File: src/sv/tcw_pkg.sv
// Shared types and constants for the text console writer.
package tcw_pkg;

	localparam int POS_W  = 11;
	localparam int CELL_W = 16;

	localparam logic [1:0] REQ_PUT   = 2'd0;
	localparam logic [1:0] REQ_COLOR = 2'd1;
	localparam logic [1:0] REQ_CLEAR = 2'd2;
	localparam logic [1:0] REQ_READ  = 2'd3;

	localparam logic [7:0]        CHAR_NEWLINE = 8'd10;
	localparam logic [3:0]        CLEAR_INK    = 4'hF;
	localparam logic [CELL_W-1:0] CLEAR_WORD   = 16'h0F20;
	localparam logic [CELL_W-1:0] BLANK_RESET  = 16'h000F;

	// Completion report from the sequencer to the output stage.
	typedef struct packed {
		logic             done;
		logic             use_rd;
		logic [POS_W-1:0] pos;
	} tcw_result_t;

endpackage

File: src/sv/tcw_seq.sv
// Request sequencer: cursor tracking, scroll copy and fill sweeps over the cell store.
module tcw_seq #(
	parameter int COLUMNS = 80,
	parameter int ROWS    = 25,
	parameter int NCELLS  = 2000,
	parameter int ADDR_W  = 11
) (
	input  logic                       clk,
	input  logic                       arst_n,
	input  logic                       in_acc,
	input  logic [1:0]                 req_type,
	input  logic [7:0]                 char_code,
	input  logic [3:0]                 color_value,
	input  logic [10:0]                cell_index,
	input  logic [tcw_pkg::CELL_W-1:0] blank_fill,
	input  logic [tcw_pkg::CELL_W-1:0] rd_data,
	output logic                       busy,
	output logic                       mem_we,
	output logic [ADDR_W-1:0]          mem_waddr,
	output logic [tcw_pkg::CELL_W-1:0] mem_wdata,
	output logic [ADDR_W-1:0]          mem_raddr,
	output tcw_pkg::tcw_result_t       res
);

	localparam logic [1:0] ST_IDLE = 2'd0;
	localparam logic [1:0] ST_COPY = 2'd1;
	localparam logic [1:0] ST_FILL = 2'd2;
	localparam logic [1:0] ST_FIN  = 2'd3;

	localparam logic [ADDR_W-1:0] LAST_CELL     = ADDR_W'(NCELLS - 1);
	localparam logic [ADDR_W-1:0] LAST_ROW_BASE = ADDR_W'((ROWS - 1) * COLUMNS);
	localparam logic [ADDR_W-1:0] COL_STEP      = ADDR_W'(COLUMNS);

	logic [1:0]                 state_q;
	logic [6:0]                 col_q;
	logic [4:0]                 row_q;
	logic [ADDR_W-1:0]          lin_q;
	logic [3:0]                 color_q;
	logic [ADDR_W-1:0]          cnt_q;
	logic [tcw_pkg::CELL_W-1:0] fill_q;
	logic                       use_rd_q;
	logic                       cp_vld_s1;
	logic [ADDR_W-1:0]          cp_dst_s1;

	logic              is_nl;
	logic              wrap;
	logic              row_adv;
	logic              scroll;
	logic [ADDR_W:0]   nl_lin;
	logic [ADDR_W-1:0] put_lin;
	logic [31:0]       idx_ext;
	logic              idx_ok;
	logic [31:0]       pos_ext;
	logic              cnt_last;

	assign is_nl   = (char_code == tcw_pkg::CHAR_NEWLINE);
	assign wrap    = (col_q == 7'(COLUMNS - 1));
	assign row_adv = is_nl || wrap;
	assign scroll  = row_adv && (row_q == 5'(ROWS - 1));
	// A newline lands on the start of the next row: offset minus column plus one row.
	assign nl_lin  = (ADDR_W+1)'(lin_q) - (ADDR_W+1)'(col_q) + (ADDR_W+1)'(COLUMNS);
	assign put_lin = is_nl ? nl_lin[ADDR_W-1:0] : ADDR_W'(lin_q + 1'b1);
	assign idx_ext = 32'(cell_index);
	assign idx_ok  = (idx_ext < 32'(NCELLS));
	assign pos_ext = 32'(lin_q);
	assign cnt_last = (cnt_q == LAST_CELL);

	always_ff @(posedge clk or negedge arst_n) begin
		if (!arst_n) begin
			state_q   <= ST_IDLE;
			col_q     <= '0;
			row_q     <= '0;
			lin_q     <= '0;
			color_q   <= '0;
			cnt_q     <= '0;
			fill_q    <= '0;
			use_rd_q  <= 1'b0;
			cp_vld_s1 <= 1'b0;
			cp_dst_s1 <= '0;
		end else begin
			cp_vld_s1 <= (state_q == ST_COPY);
			cp_dst_s1 <= ADDR_W'(cnt_q - COL_STEP);
			case (state_q)
				ST_IDLE: begin
					if (in_acc) begin
						use_rd_q <= (req_type == tcw_pkg::REQ_READ) && idx_ok;
						state_q  <= ST_FIN;
						case (req_type)
							tcw_pkg::REQ_PUT: begin
								if (scroll) begin
									row_q   <= 5'(ROWS - 1);
									col_q   <= '0;
									lin_q   <= LAST_ROW_BASE;
									cnt_q   <= COL_STEP;
									fill_q  <= blank_fill;
									state_q <= ST_COPY;
								end else begin
									col_q <= row_adv ? 7'd0 : 7'(col_q + 1'b1);
									row_q <= row_adv ? 5'(row_q + 1'b1) : row_q;
									lin_q <= put_lin;
								end
							end
							tcw_pkg::REQ_COLOR: begin
								color_q <= color_value;
							end
							tcw_pkg::REQ_CLEAR: begin
								color_q <= tcw_pkg::CLEAR_INK;
								col_q   <= '0;
								row_q   <= '0;
								lin_q   <= '0;
								cnt_q   <= '0;
								fill_q  <= tcw_pkg::CLEAR_WORD;
								state_q <= ST_FILL;
							end
							default: begin
							end
						endcase
					end
				end
				ST_COPY: begin
					if (cnt_last) begin
						cnt_q   <= LAST_ROW_BASE;
						state_q <= ST_FILL;
					end else begin
						cnt_q <= ADDR_W'(cnt_q + 1'b1);
					end
				end
				ST_FILL: begin
					// The last copy write still owns the write port on the first fill cycle.
					if (!cp_vld_s1) begin
						if (cnt_last) begin
							state_q <= ST_FIN;
						end else begin
							cnt_q <= ADDR_W'(cnt_q + 1'b1);
						end
					end
				end
				ST_FIN: begin
					state_q <= ST_IDLE;
				end
				default: begin
					state_q <= ST_IDLE;
				end
			endcase
		end
	end

	always_comb begin
		mem_we    = 1'b0;
		mem_waddr = lin_q;
		mem_wdata = {4'd0, color_q, char_code};
		if (cp_vld_s1) begin
			mem_we    = 1'b1;
			mem_waddr = cp_dst_s1;
			mem_wdata = rd_data;
		end else if (state_q == ST_FILL) begin
			mem_we    = 1'b1;
			mem_waddr = cnt_q;
			mem_wdata = fill_q;
		end else if (in_acc && (req_type == tcw_pkg::REQ_PUT) && !is_nl) begin
			mem_we = 1'b1;
		end
	end

	assign mem_raddr  = (state_q == ST_COPY) ? cnt_q : idx_ext[ADDR_W-1:0];
	assign busy       = (state_q != ST_IDLE);
	assign res.done   = (state_q == ST_FIN);
	assign res.use_rd = use_rd_q;
	assign res.pos    = pos_ext[tcw_pkg::POS_W-1:0];

	a_copy_from_copy: assert property (@(posedge clk) disable iff (!arst_n)
		cp_vld_s1 |-> $past(state_q) == ST_COPY)
		else $error("copy write without a preceding copy read");

	a_fin_one_cycle: assert property (@(posedge clk) disable iff (!arst_n)
		(state_q == ST_FIN) |=> (state_q == ST_IDLE))
		else $error("finish state did not return to idle");

	a_accept_idle: assert property (@(posedge clk) disable iff (!arst_n)
		in_acc |-> (state_q == ST_IDLE))
		else $error("item accepted while the sequencer was busy");

endmodule

File: config.mk
export PLATFORM = sky130hd
export DESIGN_NAME = tcw_seq
export DESIGN_NICKNAME = d
export VERILOG_FILES = /design/src/sv/tcw_pkg.sv /design/src/sv/tcw_seq.sv
export SDC_FILE = /design/constraint.sdc
export NUM_CORES = 1
export LEC_CHECK = 0
export ABC_CLOCK_PERIOD_IN_PS = 2800
export BUFFER_PORTS_ARGS = -buffer_cell sky130_fd_sc_hd__buf_2
export CORE_ASPECT_RATIO = 1.2
export CORE_MARGIN = 3
export CORE_UTILIZATION = 30
export DETAILED_ROUTE_END_ITERATION = 6
export PLACE_DENSITY_LB_ADDON = 0.15
export SYNTH_ARGS = -nofsm -noshare
export SYNTH_HDL_FRONTEND = slang
export SYNTH_SLANG_ARGS = --single-unit
export TNS_END_PERCENT = 30
File: constraint.sdc
create_clock -name clk -period 2.8 [get_ports clk]
set_clock_uncertainty 0.1 [all_clocks]
set_input_delay 0.42 -clock clk [delete_from_list [all_inputs] [get_ports clk]]
set_output_delay 0.42 -clock clk [all_outputs]
set_load 0.02 [all_outputs]
==> metrics.csv <==
metric,value,unit
Final nets,773,
CP endpoint kind,primary output,
RD Place Congestion,0.846,
Layout Cells excl Fill,890,
largest net degree at the start of global routing,29,
placed cell areas,0.00571,mm^2
total congestion overflow,0,
critical path data arrival time,2090,ps
clock sink count,69,
1st-iter DRT viols,191,
initial antenna violation count,0,
area grow syn2layout,25.9,%
Tot GR Track Use,0.162,
total CTS buffers,9,
Antenna Cells,0,
first-pass GRT wire length,22600,um
Root Buffer,clkbuf_16,
slew at the pin closest to its max-slew limit,800,ps
setup ws final,186,ps
post-synthesis sequential area ratio,0.359,
"commonest non-fill, non-tap cell in the layout",buf_2,
vias in the first global route,4355,
final non-filler cell area,0.00606,mm^2
WP data required,2280,ps
crit-path max FO,13,
CTS Buffer Depth,2,
final setup violation count,0,
H-tree depth,3,
Syn Area/Cell,8.68,um^2
Slew Limit Fails,0,
Lkg Pwr,0.00283,uW
Tcrit/Tclk final,0.933,
hpwl dp,11200,um
worst ir drop on vdd,0.506,mV
Routed WL,14300,um
most frequent cells in the layout,"buf_2 (112), o21ai_0 (77), nand2_1 (71)",
share of cells above drive strength 1,0.251,
max_cap viols,0,
Max Fclk,383,MHz
dpl cells,874,
Die Width,122,um
Seq cells post-synth,69,
row count,50,
die area,0.0176,mm^2
Initial Util,0.308,
Clock transition at path regs,60,ps
RSZ-0062 raised after global routing,no,
ys flop type,dfrtp_1,
failing checks,hold timing,
status,"finished, violations left",
DR WL/cell,16.0,um
via/cell ratio,5.06,
IO Port Bufs,112,
"Hold Vio Cnt, Final",21,
TritonCTS clock tree,built,
Cells after Synth,555,
fill cell count,1613,
Pwr per Cell Area,956,mW/mm^2
Hold WS,-12.8,ps
"Min Clock Period, post-route",2610,ps
# IOs,113,
Mapped Area,0.00482,mm^2
DRT antenna net count,0,
yosys warns,0,
DRC,0,
setup TNS,0,ps
critical path class,flip-flop to primary output,
clk_lat worst skew,340,ps
via count,4502,
DR pass1 iterations,7,
asr flop ratio synth,1.00,
worst rel slew slack,0.467,
Synth cell types,60,
Post-Syn Nets,651,
Die Ht,145,um
Post-synth EDFFs,0,
Core Footprint,0.0156,mm^2
Worst Hold Class,primary input to asynchronous set/reset pin,
Place WS,209,ps
Setup crit start kind,flip-flop,
layer usage:
metal | track usage | routed length [um]
met1 | 0.199 | 6090
met2 | 0.279 | 7240
met3 | 0.0272 | 523
met4 | 0.0732 | 425
met5 | 0 | 0
what timing repair did:
action	CTS	global route
hold endpoints to repair	0	0
endpoints found under the setup margin	0	1
buffers inserted	0	0
hold buffers	0	0
gates resized for setup	0	2
sequential cells by signal, summed over array words and instances (netlist names):
name,cells
state_q,2
fill_q,16
cp_dst_s1,11
color_q,4
use_rd_q,1
row_q,5
col_q,7
cnt_q,11
cp_vld_s1,1
lin_q,11
layout make-up:
cell class	instances	area, um^2	share of cell area
Clock buffer	11	243	0.0400
Clock inverter	5	106	0.0175
Inverter	36	135	0.0223
Multi-Input combinational cell	424	2840	0.469
Sequential cell	69	1730	0.285
Tap cell	208	260	0.0429
Timing Repair Buffer	137	748	0.123
power by group:
group	total (uW)	leakage [uW]	internal (uW)	switching (uW)
logic	2890	0.00179	1150	1740
clock network	1350	0.000166	898	452
registers	1560	0.000874	1290	262
total	5800	0.00283	3340	2460
cells by family (layout without fill, tap and decap cells):
group | Yosys count | count (layout) | share of synthesized area
compound gates | 168 | 168 | 0.222
buf+inv | 62 | 189 | 0.0527
flops | 69 | 69 | 0.359
xor+xnor | 9 | 9 | 0.0164
simple gates | 172 | 172 | 0.172
fa+ha+maj | 36 | 36 | 0.0951
mux | 39 | 39 | 0.0839
critical path: stages (launching register included):
cell	delay [ps]
dfrtp_1	390
inv_1	120
ha_1	190
buf_4	250
inv_1	90
nor2_1	360
a22o_1	190
buf_2	160
worst paths after layout:
| path | start | to | slack (ps) | depth (start not counted) |
|---|---|---|---|---|
| min in group clk | blank_fill[8] | fill_q[8] | 190 | 2 |
| max in group asynchronous | arst_n | fill_q[9] | 1810 | 2 |
| worst min-delay path | arst_n | col_q[0] | -10 | 1 |
| worst max-delay path | state_q[0] | mem_wdata[13] | 190 | 7 |
| worst max register to register | col_q[1] | lin_q[9] | 250 | 11 |
| worst min register to register | color_q[3] | color_q[3] | 390 | 2 |
synth_stat cells, types with 2 or more instances:
library cell  instances  share of area
a22oi_1               2         0.0031
o22ai_1               3         0.0039
a311o_1               2         0.0042
o211ai_1              4         0.0062
o21ai_0              77          0.080
nand4_1               6         0.0078
o22a_1                8          0.015
xor2_1                5         0.0091
or2_2                 2         0.0026
buf_6                 2         0.0047
a21oi_1              21          0.022
buf_1                 2         0.0016
mux2_2               11          0.026
a21o_1                4         0.0062
inv_1                36          0.028
nor2_1               28          0.022
xnor2_1               4         0.0073
o2111ai_1             2         0.0036
nand3_1              16          0.017
clkbuf_1             19          0.015
buf_2                 2         0.0021
a32oi_1               2         0.0036
nand2b_1              2         0.0026
a41oi_1               2         0.0036
o21a_1                3         0.0047
nand2_1              71          0.055
o31ai_1               6         0.0094
and2_1                5         0.0065
nor3_1                9         0.0094
and3_1                5         0.0065
a22o_1               16          0.029
nor4_1                4         0.0052
a31oi_1               5         0.0065
or3_1                 6         0.0078
dfrtp_1              69           0.36
nor2b_1               9          0.012
ha_1                 35          0.091
mux2i_1              28          0.058
stage by stage:
stage	total power [uW]	utilization
after floorplan	3560	-
after global placement	4460	0.365
after detailed placement	4480	0.365
after CTS	5860	0.387
after global routing	6260	0.388
final	5800	0.388
Power figures use the tool's default switching activity.
